## config.mk

```make
export PLATFORM = sky130hd
export DESIGN_NAME = btffa_ctrl
export DESIGN_NICKNAME = d
export VERILOG_FILES = /design/src/btffa_pkg.sv /design/src/btffa_ctrl.sv
export SDC_FILE = /design/constraint.sdc
export NUM_CORES = 1
export LEC_CHECK = 0
export ABC_CLOCK_PERIOD_IN_PS = 3740
export BUFFER_PORTS_ARGS = -buffer_cell sky130_fd_sc_hd__buf_2
export CAP_MARGIN = 20
export CELL_PAD_IN_SITES_DETAIL_PLACEMENT = 0
export CELL_PAD_IN_SITES_GLOBAL_PLACEMENT = 1
export CORE_UTILIZATION = 41
export CTS_BUF_LIST = sky130_fd_sc_hd__clkbuf_8
export CTS_CLUSTER_SIZE = 25
export DETAILED_ROUTE_END_ITERATION = 6
export PLACE_DENSITY_LB_ADDON = 0.12
export SYNTH_ARGS = -nofsm -noshare
export SYNTH_HDL_FRONTEND = slang
export SYNTH_SLANG_ARGS = --single-unit
```

## constraint.sdc

```tcl
create_clock -name i_clk -period 3.74 [get_ports i_clk]
set_input_delay 0.748 -clock i_clk [delete_from_list [all_inputs] [get_ports i_clk]]
set_output_delay 0.748 -clock i_clk [all_outputs]
set_load 0.1 [all_outputs]
```

## src/btffa_pkg.sv

```systemverilog
// Package: types, constants and codes of the boundary tag first fit allocator.
`timescale 1ns / 1ps
package btffa_pkg;
    localparam int ArenaCap  = 65536;
    localparam int TagBytes  = 8;
    localparam int TagSpan   = (TagBytes + 1) / 2 * 2;
    localparam int TagDepth  = ArenaCap / 2;
    localparam int AddrW     = $clog2(TagDepth);
    localparam int TagW      = 16;
    localparam int OffW      = 18;
    localparam int CfgW      = 17;
    localparam int MinSplit  = 6;

    typedef enum logic [1:0] {
        KIND_FORMAT = 2'd0,
        KIND_ALLOC  = 2'd1,
        KIND_FREE   = 2'd2,
        KIND_CHECK  = 2'd3
    } t_kind;

    typedef struct packed {
        t_kind       kind;
        logic [15:0] request_size;
        logic [15:0] payload_offset;
    } t_in_word;

    typedef struct packed {
        logic        status;
        logic [15:0] alloc_offset;
        logic        owned;
    } t_out_word;

    typedef enum logic [4:0] {
        ST_IDLE, ST_FMT0, ST_FMT1, ST_FMT2, ST_TEST, ST_LAT, ST_DEC,
        ST_A0, ST_A1, ST_A2, ST_A3, ST_N0, ST_N1,
        ST_NXT_RD, ST_NXT_LAT, ST_PRV_RD, ST_PRV_LAT, ST_F0, ST_F1, ST_DONE
    } t_state;

    typedef enum logic [4:0] {
        OP_NONE, OP_LOAD, OP_FMT0, OP_FMT1, OP_FMT2, OP_RD_P, OP_LAT_P,
        OP_ADV, OP_FAIL, OP_ALLOC_OK, OP_CHK, OP_FREE_INIT,
        OP_WR_A0, OP_WR_A1, OP_WR_A2, OP_WR_A3, OP_WR_N0, OP_WR_N1,
        OP_RD_NXT, OP_LAT_NXT, OP_RD_PRV, OP_LAT_PRV, OP_WR_F0, OP_WR_F1
    } t_dp_op;

    typedef struct packed {
        t_dp_op op;
    } t_dp_cmd;

    typedef struct packed {
        logic walk_end;
        logic used;
        logic fits;
        logic split;
        logic hit;
        logic past;
        logic inr;
        logic nxt_in;
        logic p_gt;
    } t_dp_stat;
endpackage

```

## src/btffa_ctrl.sv

```systemverilog
// Controller: sequences format, tag walk, block marking and merging.
`timescale 1ns / 1ps
module btffa_ctrl (
    input  logic                i_clk,
    input  logic                i_rst_n,
    input  logic                i_start,
    input  btffa_pkg::t_kind    i_kind,
    input  btffa_pkg::t_dp_stat i_stat,
    output btffa_pkg::t_dp_cmd  o_cmd,
    output logic                o_busy,
    output logic                o_done
);
    btffa_pkg::t_state r_state, n_state;
    btffa_pkg::t_kind  r_kind, n_kind;
    logic              r_boot, n_boot;

    always_ff @(posedge i_clk) begin
        if (!i_rst_n) begin
            r_state <= btffa_pkg::ST_FMT0;
            r_kind  <= btffa_pkg::KIND_FORMAT;
            r_boot  <= 1'b1;
        end else begin
            r_state <= n_state;
            r_kind  <= n_kind;
            r_boot  <= n_boot;
        end
    end

    always_comb begin
        n_state = r_state;
        n_kind  = r_kind;
        n_boot  = r_boot;
        unique case (r_state)
            btffa_pkg::ST_IDLE: begin
                if (i_start) begin
                    n_kind  = i_kind;
                    n_state = (i_kind == btffa_pkg::KIND_FORMAT) ?
                              btffa_pkg::ST_FMT0 : btffa_pkg::ST_TEST;
                end
            end
            btffa_pkg::ST_FMT0: n_state = btffa_pkg::ST_FMT1;
            btffa_pkg::ST_FMT1: n_state = btffa_pkg::ST_FMT2;
            btffa_pkg::ST_FMT2: begin
                n_boot  = 1'b0;
                n_state = r_boot ? btffa_pkg::ST_IDLE : btffa_pkg::ST_DONE;
            end
            btffa_pkg::ST_TEST:
                n_state = i_stat.walk_end ? btffa_pkg::ST_DONE : btffa_pkg::ST_LAT;
            btffa_pkg::ST_LAT: n_state = btffa_pkg::ST_DEC;
            btffa_pkg::ST_DEC: begin
                unique case (r_kind)
                    btffa_pkg::KIND_ALLOC: begin
                        if (i_stat.fits)
                            n_state = i_stat.split ? btffa_pkg::ST_A0 : btffa_pkg::ST_N0;
                        else
                            n_state = btffa_pkg::ST_TEST;
                    end
                    btffa_pkg::KIND_FREE: begin
                        if (i_stat.hit) begin
                            if (!i_stat.used)
                                n_state = btffa_pkg::ST_DONE;
                            else if (i_stat.nxt_in)
                                n_state = btffa_pkg::ST_NXT_RD;
                            else if (i_stat.p_gt)
                                n_state = btffa_pkg::ST_PRV_RD;
                            else
                                n_state = btffa_pkg::ST_F0;
                        end else if (i_stat.past) begin
                            n_state = btffa_pkg::ST_DONE;
                        end else begin
                            n_state = btffa_pkg::ST_TEST;
                        end
                    end
                    default:
                        n_state = i_stat.inr ? btffa_pkg::ST_DONE : btffa_pkg::ST_TEST;
                endcase
            end
            btffa_pkg::ST_A0: n_state = btffa_pkg::ST_A1;
            btffa_pkg::ST_A1: n_state = btffa_pkg::ST_A2;
            btffa_pkg::ST_A2: n_state = btffa_pkg::ST_A3;
            btffa_pkg::ST_A3: n_state = btffa_pkg::ST_DONE;
            btffa_pkg::ST_N0: n_state = btffa_pkg::ST_N1;
            btffa_pkg::ST_N1: n_state = btffa_pkg::ST_DONE;
            btffa_pkg::ST_NXT_RD: n_state = btffa_pkg::ST_NXT_LAT;
            btffa_pkg::ST_NXT_LAT:
                n_state = i_stat.p_gt ? btffa_pkg::ST_PRV_RD : btffa_pkg::ST_F0;
            btffa_pkg::ST_PRV_RD: n_state = btffa_pkg::ST_PRV_LAT;
            btffa_pkg::ST_PRV_LAT: n_state = btffa_pkg::ST_F0;
            btffa_pkg::ST_F0: n_state = btffa_pkg::ST_F1;
            btffa_pkg::ST_F1: n_state = btffa_pkg::ST_DONE;
            btffa_pkg::ST_DONE: n_state = btffa_pkg::ST_IDLE;
            default: n_state = btffa_pkg::ST_IDLE;
        endcase
    end

    always_comb begin
        o_cmd.op = btffa_pkg::OP_NONE;
        o_busy   = (r_state != btffa_pkg::ST_IDLE);
        o_done   = (r_state == btffa_pkg::ST_DONE);
        unique case (r_state)
            btffa_pkg::ST_IDLE: if (i_start) o_cmd.op = btffa_pkg::OP_LOAD;
            btffa_pkg::ST_FMT0: o_cmd.op = btffa_pkg::OP_FMT0;
            btffa_pkg::ST_FMT1: o_cmd.op = btffa_pkg::OP_FMT1;
            btffa_pkg::ST_FMT2: o_cmd.op = btffa_pkg::OP_FMT2;
            btffa_pkg::ST_TEST:
                o_cmd.op = i_stat.walk_end ? btffa_pkg::OP_FAIL : btffa_pkg::OP_RD_P;
            btffa_pkg::ST_LAT: o_cmd.op = btffa_pkg::OP_LAT_P;
            btffa_pkg::ST_DEC: begin
                unique case (r_kind)
                    btffa_pkg::KIND_ALLOC:
                        o_cmd.op = i_stat.fits ? btffa_pkg::OP_ALLOC_OK : btffa_pkg::OP_ADV;
                    btffa_pkg::KIND_FREE: begin
                        if (i_stat.hit)
                            o_cmd.op = i_stat.used ? btffa_pkg::OP_FREE_INIT :
                                                     btffa_pkg::OP_FAIL;
                        else if (i_stat.past)
                            o_cmd.op = btffa_pkg::OP_FAIL;
                        else
                            o_cmd.op = btffa_pkg::OP_ADV;
                    end
                    default:
                        o_cmd.op = i_stat.inr ? btffa_pkg::OP_CHK : btffa_pkg::OP_ADV;
                endcase
            end
            btffa_pkg::ST_A0: o_cmd.op = btffa_pkg::OP_WR_A0;
            btffa_pkg::ST_A1: o_cmd.op = btffa_pkg::OP_WR_A1;
            btffa_pkg::ST_A2: o_cmd.op = btffa_pkg::OP_WR_A2;
            btffa_pkg::ST_A3: o_cmd.op = btffa_pkg::OP_WR_A3;
            btffa_pkg::ST_N0: o_cmd.op = btffa_pkg::OP_WR_N0;
            btffa_pkg::ST_N1: o_cmd.op = btffa_pkg::OP_WR_N1;
            btffa_pkg::ST_NXT_RD: o_cmd.op = btffa_pkg::OP_RD_NXT;
            btffa_pkg::ST_NXT_LAT: o_cmd.op = btffa_pkg::OP_LAT_NXT;
            btffa_pkg::ST_PRV_RD: o_cmd.op = btffa_pkg::OP_RD_PRV;
            btffa_pkg::ST_PRV_LAT: o_cmd.op = btffa_pkg::OP_LAT_PRV;
            btffa_pkg::ST_F0: o_cmd.op = btffa_pkg::OP_WR_F0;
            btffa_pkg::ST_F1: o_cmd.op = btffa_pkg::OP_WR_F1;
            default: o_cmd.op = btffa_pkg::OP_NONE;
        endcase
    end
endmodule

```

# Word level (Yosys, flattened, before mapping)
# Index checks and enable logic that the tools add are counted.
# classes
n_eq_ne	22
n_mux	23
n_reduce_logical	5
# op_table
cell	count
one-hot mux 5 bit (19 select lines)	1
one-hot mux 5 bit (17 select lines)	1
two-way mux 5 bit	9
equality test 5 x 4 -> 1 bit, second input constant	8
two-way mux 4 bit	7
equality test 5 x 3 -> 1 bit, second input constant	4
equality test 5 bit, second input constant	4
equality test 5 x 2 -> 1 bit, second input constant	2
one-hot mux 5 bit (2 select lines)	1
one-hot mux 4 bit (2 select lines)	1
equality test 5 x 1 -> 1 bit, second input constant	1
logical NOT 5 bit	1
nonzero test 5 bit	1
two-way mux 3 bit	1
OR reduction 3 bit	1
equality test 2 x 1 -> 1 bit, second input constant	1
equality test 2 bit, second input constant	1
logical NOT 2 bit	1
two-way mux 2 bit	1
inequality test 2 bit, second input constant	1
AND reduction 2 bit	1
two-way mux 1 bit	1
# totals
regBits	8
output_inout_bits	7
inputBits	14
elab_cells	53

# Longest topological paths before layout
# Gate-level depths: netlist of run 1.
# depth
ltp_word	6
ltp_mapped	7

# Worst setup path before layout of run 1
# Ideal clock, no wire load.
# synth_path
path_type	register to output
start	register r_state[2]
end	output port o_cmd[4] (netlist name)
required_ps	2992
stages_incl_launch_ff	5
arrival_ps	2926
path_buffers	2
slack_ps	66
cell_sequence	dfxtp_1 -> buf_6 -> clkbuf_1 -> o21ai_0 -> o21ai_0
# synth_rtl
element	line	rtl
start, declared	btffa_ctrl.sv:13	btffa_pkg::t_state r_state, n_state;
start signal, assigned	btffa_ctrl.sv:19	r_state <= btffa_pkg::ST_FMT0;
start signal, assigned	btffa_ctrl.sv:23	r_state <= n_state;
end, declared	btffa_ctrl.sv:9	output btffa_pkg::t_dp_cmd o_cmd,

==> impl_metrics.json, run 1 <==
{
  "status": "finished, final reports clean",
  "crit_path_max_fanout": 20,
  "skew_ns": 0.000829,
  "ff2ff_setup_slack_ns": 1.89,
  "hold_viol_final": 0,
  "drc": 0,
  "fp-row-count": 16,
  "powerDensity_nw_per_um2": 780,
  "port_buffers": 20,
  "final_layout_size_suffix_gt1_share_pct": 18.1,
  "ys_seq_area_share_pct": 17.7,
  "min_path_cells": 2,
  "synth_fp_nets": 155,
  "die_w_um": 49.0,
  "ios": 21,
  "syn_avg_cell_area_um2": 6.53,
  "n_antenna_cell": 0,
  "routed_wirelength_mm": 2.56,
  "hp-start": "r_boot",
  "grt_pass1_wl_mm": 4.31,
  "power.leakage_uw": 0.000429,
  "fin_tns_setup_ns": 0,
  "ant_nets": 0,
  "ctsResizeCount": 0,
  "setup_slack_ns": 0.720,
  "hold_class": "reg -> reg",
  "power_frac_comb_pct": 65.5,
  "cts_max_level": 1,
  "gp_congestion": 0.909,
  "max_freq_mhz": 331,
  "arrival_ns": 2.27,
  "grt_max_degree": 21,
  "nNetsFinal": 173,
  "drt_iter0_drc": 19,
  "overflow": 0,
  "period_share_pct": 80.8,
  "pre_cts_ws_ns": 0.985,
  "worst_pin_slew_ns": 0.653,
  "core_um2": 2020,
  "synth_cell_type_count": 42,
  "rr_worst_depth": 4,
  "viasPerCell": 5.79,
  "min_period_ns": 3.02,
  "grt_pass1_vias": 978,
  "num_vias": 1054,
  "ctsHoldBuffers": 0,
  "p_int_uw": 322,
  "pwr-share-seq_pct": 21.5,
  "area_growth_pct": 15.0,
  "required_ns": 2.99,
  "dp_hpwl_mm": 1.97,
  "avgRoutedWirePerCell_um": 14.0,
  "clockPowerShare_pct": 13.0,
  "cts_root_buffer": "clkbuf_8",
  "post_cts_buffers": 0,
  "die_h_um": 49.0,
  "antenna_found_initial": 0,
  "numCtsBuffers": 3,
  "crit_type": "reg -> out",
  "startpoint_type": "flop",
  "regToRegStartpoint": "r_state[2]",
  "clkTransAtPathRegs_ns": 0.04,
  "setup_violations": 0,
  "cts.sinks": 8,
  "rsz0062_at_grt": "false",
  "yosysWarnings": 0,
  "cap_violations": 0,
  "ys_ff_latch": 8,
  "min_to": "r_boot",
  "clock_latency_ns": 0.23,
  "die-area_um2": 2400,
  "endpoint_kind": "primary output",
  "power_switching_uw": 491,
  "first_pass_iters": 4,
  "netlist_area_um2": 907,
  "start_util_pct": 44.9,
  "slew_viol_final": 0,
  "gr-usage-all-layers_pct": 23.2,
  "cts.path.max_buffers": 2,
  "netSwitchingFraction_pct": 60.4,
  "worstReg2RegEnd": "r_state[2]",
  "slew_headroom_pct": 56.4,
  "ir_drop_uv": 500,
  "cts_tree": "built",
  "syn_inst": 139
}
==> worst max path at each step <==
stage | from | endpoint | cells after the start
2_1_floorplan | r_state[2] | o_cmd[4] | 4
3_3_place_gp | r_state[3] | o_cmd[2] | 5
3_5_place_dp | r_state[2] | o_cmd[3] | 5
4_1_cts | r_state[2] | o_cmd[3] | 5
5_1_grt | r_state[2] | o_cmd[3] | 5
6_report | r_state[2] | o_cmd[3] | 5
==> power groups by stage <==
stage	clock [uW]	combinational [uW]	sequential, uW
2_1_floorplan	0	503	117
3_3_place_gp	0	530	173
4_1_cts	109	532	173
6_report	106	533	175
5_1_grt	112	570	182
3_5_place_dp	0	528	175
==> sequential cells by signal, indices dropped and copies added (netlist names) <==
register and count:
r_state 5, r_boot 1, r_kind 2
==> through the flow <==
step                      instance area (um^2)  std cells  power (uW)  util [%]  hold WS [ns]
after floorplan                            907        139         620         -         0.433
after global placement                    1000        179         703      49.6         0.453
after detailed placement                  1000        179         703      49.6         0.451
after CTS                                 1040        182         815      51.6         0.457
after global routing                      1040        182         865      51.6         0.521
final                                     1040        182         814      51.6         0.462
==> final cells by class <==
| class | count | area [um^2] |
|---|---|---|
| inverter | 7 | 26.3 |
| timing repair buffer | 20 | 100 |
| tap | 27 | 33.8 |
| multi-input combinational | 117 | 682 |
| sequential | 8 | 160 |
| fill | 226 | 978 |
| clock buffer | 3 | 41.3 |
==> Yosys cell counts <==
cell | instances | share of area, %
and3_1 | 2 | 1.4
a21o_1 | 3 | 2.5
a221oi_1 | 1 | 0.97
o21a_1 | 1 | 0.83
or3_4 | 1 | 1.2
ha_1 | 2 | 2.8
o31ai_1 | 1 | 0.83
and2_1 | 1 | 0.69
nand3b_1 | 2 | 1.7
o311a_1 | 1 | 1.1
maj3_1 | 1 | 1.1
or2_2 | 1 | 0.69
buf_2 | 4 | 2.2
buf_6 | 1 | 1.2
o211a_1 | 1 | 1.1
dfxtp_1 | 8 | 18
a21boi_0 | 2 | 1.7
a2111oi_0 | 1 | 0.97
a31oi_1 | 4 | 2.8
nor3_1 | 5 | 2.8
nand3_1 | 6 | 3.3
nand2b_1 | 3 | 2.1
o2111ai_1 | 1 | 0.97
nor2_1 | 15 | 6.2
nor2b_1 | 5 | 3.4
o221ai_1 | 2 | 1.9
nor3_2 | 1 | 1.1
o22ai_1 | 2 | 1.4
inv_2 | 1 | 0.41
or2b_1 | 1 | 0.83
clkbuf_1 | 2 | 0.83
a21oi_1 | 7 | 3.9
a32oi_1 | 1 | 0.97
nor3_4 | 1 | 1.8
o22a_1 | 1 | 0.97
o21ai_0 | 13 | 7.2
a41oi_1 | 1 | 0.97
o21bai_1 | 2 | 1.7
nand2_1 | 23 | 9.5
inv_1 | 6 | 2.5
mux2i_1 | 1 | 1.1
o41ai_1 | 1 | 0.97
==> critical path: stages, from the launching register on <==
cell and delay, ns:
dfxtp_1 0.69, or2b_1 0.33, nor3_2 0.21, and3_1 0.25
o21bai_1 0.12, buf_2 0.44
==> per-layer routing <==
| metal | GRT usage, % | part of all wire (%) | vias to the layer above |
|---|---|---|---|
| li1 | - | - | 533 |
| met1 | 30.3 | 47 | 485 |
| met2 | 38.4 | 47 | 31 |
| met3 | 5.61 | 4.9 | 5 |
| met4 | 4.90 | 1.4 | 0 |
| met5 | 0 | 0 | - |
==> cells by family (layout without fill, tap and decap cells) <==
| logic type | Yosys count | count (layout) | synth area share, % |
|---|---|---|---|
| buf+inv | 14 | 30 | 7.17 |
| compound gates | 46 | 46 | 33.5 |
| flops | 8 | 8 | 17.7 |
| mux | 1 | 1 | 1.10 |
| simple gates | 67 | 67 | 36.7 |
| fa+ha+maj | 3 | 3 | 3.86 |
==> placed cells by master, fill, tap and decap left out, types with 2 or more instances in the layout <==
cell      instances
nand3_1           6
dfxtp_1           8
nand2b_1          3
a21o_1            3
o221ai_1          2
inv_1             6
ha_1              2
nand3b_1          2
buf_2            20
o21bai_1          2
o21ai_0          13
a21boi_0          2
and3_1            2
a21oi_1           7
clkbuf_8          3
o22ai_1           2
nor2_1           15
nand2_1          23
nor3_1            5
nor2b_1           5
a31oi_1           4
Power figures use the tool's default switching activity.
==> run 2, diff against run 1 <==
ABC_CLOCK_PERIOD_IN_PS = 3100   (was 3740)
CORE_UTILIZATION = 38   (was 41)
clock period = 3.1 ns   (was 3.74 ns; I/O delays follow)
==> run 2 against run 1 <==
  * Clock skew increased by 0.0012 ns
  * Die area increased by 7.6%
  * Sequential power is 2% higher
  * Largest power group unchanged
  * Highest routed layer is now met3
  * Worst setup slack got worse by 0.30 ns
  * Hold slack better by 0.012 ns
  * Non-clock buffer count rose by 4
  * First-iteration DRC count increased by 47%
  * Critical path depth did not move
  * Critical endpoint unchanged
  * Cell count increased by 2.7%
  * Routed wire length grew 0.82%
  * Via count up 0.95%
==> impl_metrics.json, run 2 (same netlist as run 1, synthesis figures left out) <==
{
  "worstReg2RegEnd": "r_state[0]",
  "numPlacedInstances": 184,
  "required_ns": 2.48,
  "grt_pass1_vias": 993,
  "slew_viol_final": 0,
  "powerDensity_nw_per_um2": 925,
  "grt_pass1_wl_mm": 4.42,
  "power_frac_comb_pct": 69.2,
  "largest_registers": "r_state (5), r_kind (2), r_boot (1)",
  "hp-start": "r_boot",
  "p_int_uw": 406,
  "fin_area_um2": 1080,
  "cap_violations": 0,
  "die-area_um2": 2590,
  "min_to": "r_boot",
  "cts_tree": "built",
  "hold_class": "reg -> reg",
  "regMostFlops": "r_state",
  "fin_cells": 187,
  "ir_drop_uv": 702,
  "area_growth_pct": 19.2,
  "fp-row-count": 17,
  "crit_type": "reg -> out",
  "die_h_um": 50.9,
  "max_freq_mhz": 373,
  "netSwitchingFraction_pct": 59.4,
  "power_switching_uw": 594,
  "min_path_cells": 2,
  "antenna_found_initial": 0,
  "core_um2": 2230,
  "die_w_um": 50.9,
  "skew_ns": 0.00204,
  "final_layout_size_suffix_gt1_share_pct": 20.8,
  "endpoint_kind": "primary output",
  "viasPerCell": 5.69,
  "power.leakage_uw": 0.000451,
  "nNetsFinal": 177,
  "cts_max_level": 1,
  "port_buffers": 20,
  "rr_worst_depth": 7,
  "clkTransAtPathRegs_ns": 0.04,
  "drt_iter0_drc": 28,
  "largest_register_ffs": 5,
  "avgRoutedWirePerCell_um": 13.8,
  "arrival_ns": 2.06,
  "cts.path.max_buffers": 2,
  "p_total_uw": 1000,
  "crit_path_max_fanout": 8,
  "post_dp_cell_area_um2": 1040,
  "grt_max_degree": 16,
  "fin_tns_setup_ns": 0,
  "min_period_ns": 2.68,
  "dp_hpwl_mm": 2.07,
  "clockPowerShare_pct": 12.9,
  "n_antenna_cell": 0,
  "num_vias": 1064,
  "ios": 21,
  "pwr-share-seq_pct": 17.9,
  "post_cts_buffers": 0,
  "final_cell_mix": "23 x nand2_1, 20 x buf_2, 15 x nor2_1",
  "ant_nets": 0,
  "setup_violations": 0,
  "status": "finished, final reports clean",
  "period_share_pct": 86.5,
  "ff2ff_setup_slack_ns": 1.24,
  "cts.sinks": 8,
  "numCtsBuffers": 3,
  "regToRegStartpoint": "r_kind[0]",
  "final_common_cell": "nand2_1",
  "gp_congestion": 0.854,
  "startpoint_type": "flop",
  "overflow": 0,
  "gr-usage-all-layers_pct": 22.7,
  "drc": 0,
  "worst_pin_slew_ns": 0.508,
  "start_util_pct": 40.6,
  "ctsResizeCount": 0,
  "rsz0062_at_grt": "false",
  "hold_viol_final": 0,
  "slew_headroom_pct": 66.1,
  "routed_wirelength_mm": 2.58,
  "ctsHoldBuffers": 0,
  "first_pass_iters": 4,
  "cts_root_buffer": "clkbuf_8",
  "clock_latency_ns": 0.23
}
run 2: changes by cell type in the layout (fill, tap and decap cells not counted):
cell	previous run	this run
o21ai_1	0	1
o221ai_1	2	1
buf_4	0	4
o21ai_0	13	12
o221ai_2	0	1
run 2: worst max path at each step:
stage               startpoint       end  slack (ns)  cells after the start
floorplan           r_state[1]  o_cmd[2]        0.04                      5
global placement    r_state[2]  o_cmd[3]        0.65                      5
detailed placement  r_state[2]  o_cmd[3]        0.65                      5
CTS                 r_state[2]  o_cmd[3]        0.40                      5
global route        r_state[2]  o_cmd[2]        0.25                      5
finish              r_state[2]  o_cmd[3]        0.42                      5
run 2: layout make-up:
type                       count  area (um^2)
clock buffer                   3         41.3
fill                         245         1150
sequential                     8          160
timing repair buffer          24          130
inverter                       7         26.3
multi-input combinational    117          688
tap                           28         35.0
run 2: power by group through the flow:
stage	sequential, uW	clock [uW]	combinational [uW]
after CTS	178	133	690
after floorplan	141	0	614
after global routing	185	134	744
after detailed placement	180	0	688
after global placement	181	0	691
final	179	129	692
run 2: metal layers:
metal | vias up | track usage, % | part of all wire (%) | wire length [um]
li1 | 543 | - | - | -
met1 | 477 | 28.6 | 44 | 1140
met2 | 44 | 38.7 | 49 | 1250
met3 | 0 | 5.95 | 7.1 | 184
met4 | 0 | 4.63 | 0 | 0
met5 | - | 0 | 0 | 0
run 2: worst max-delay path: stages, from the launching register on:
cell	delay [ns]
dfxtp_1	0.47
or2b_1	0.32
nor3_2	0.21
and3_1	0.26
o21bai_1	0.13
buf_2	0.44
run 2: stage by stage:
stage          worst slack, ns  hold WS [ns]  util (%)
2_1_floorplan           0.0442         0.433         -
3_3_place_gp             0.648         0.464      46.6
3_5_place_dp             0.652         0.464      46.6
4_1_cts                  0.399         0.471      48.4
5_1_grt                  0.251         0.498      48.4
6_report                 0.419         0.475      48.4
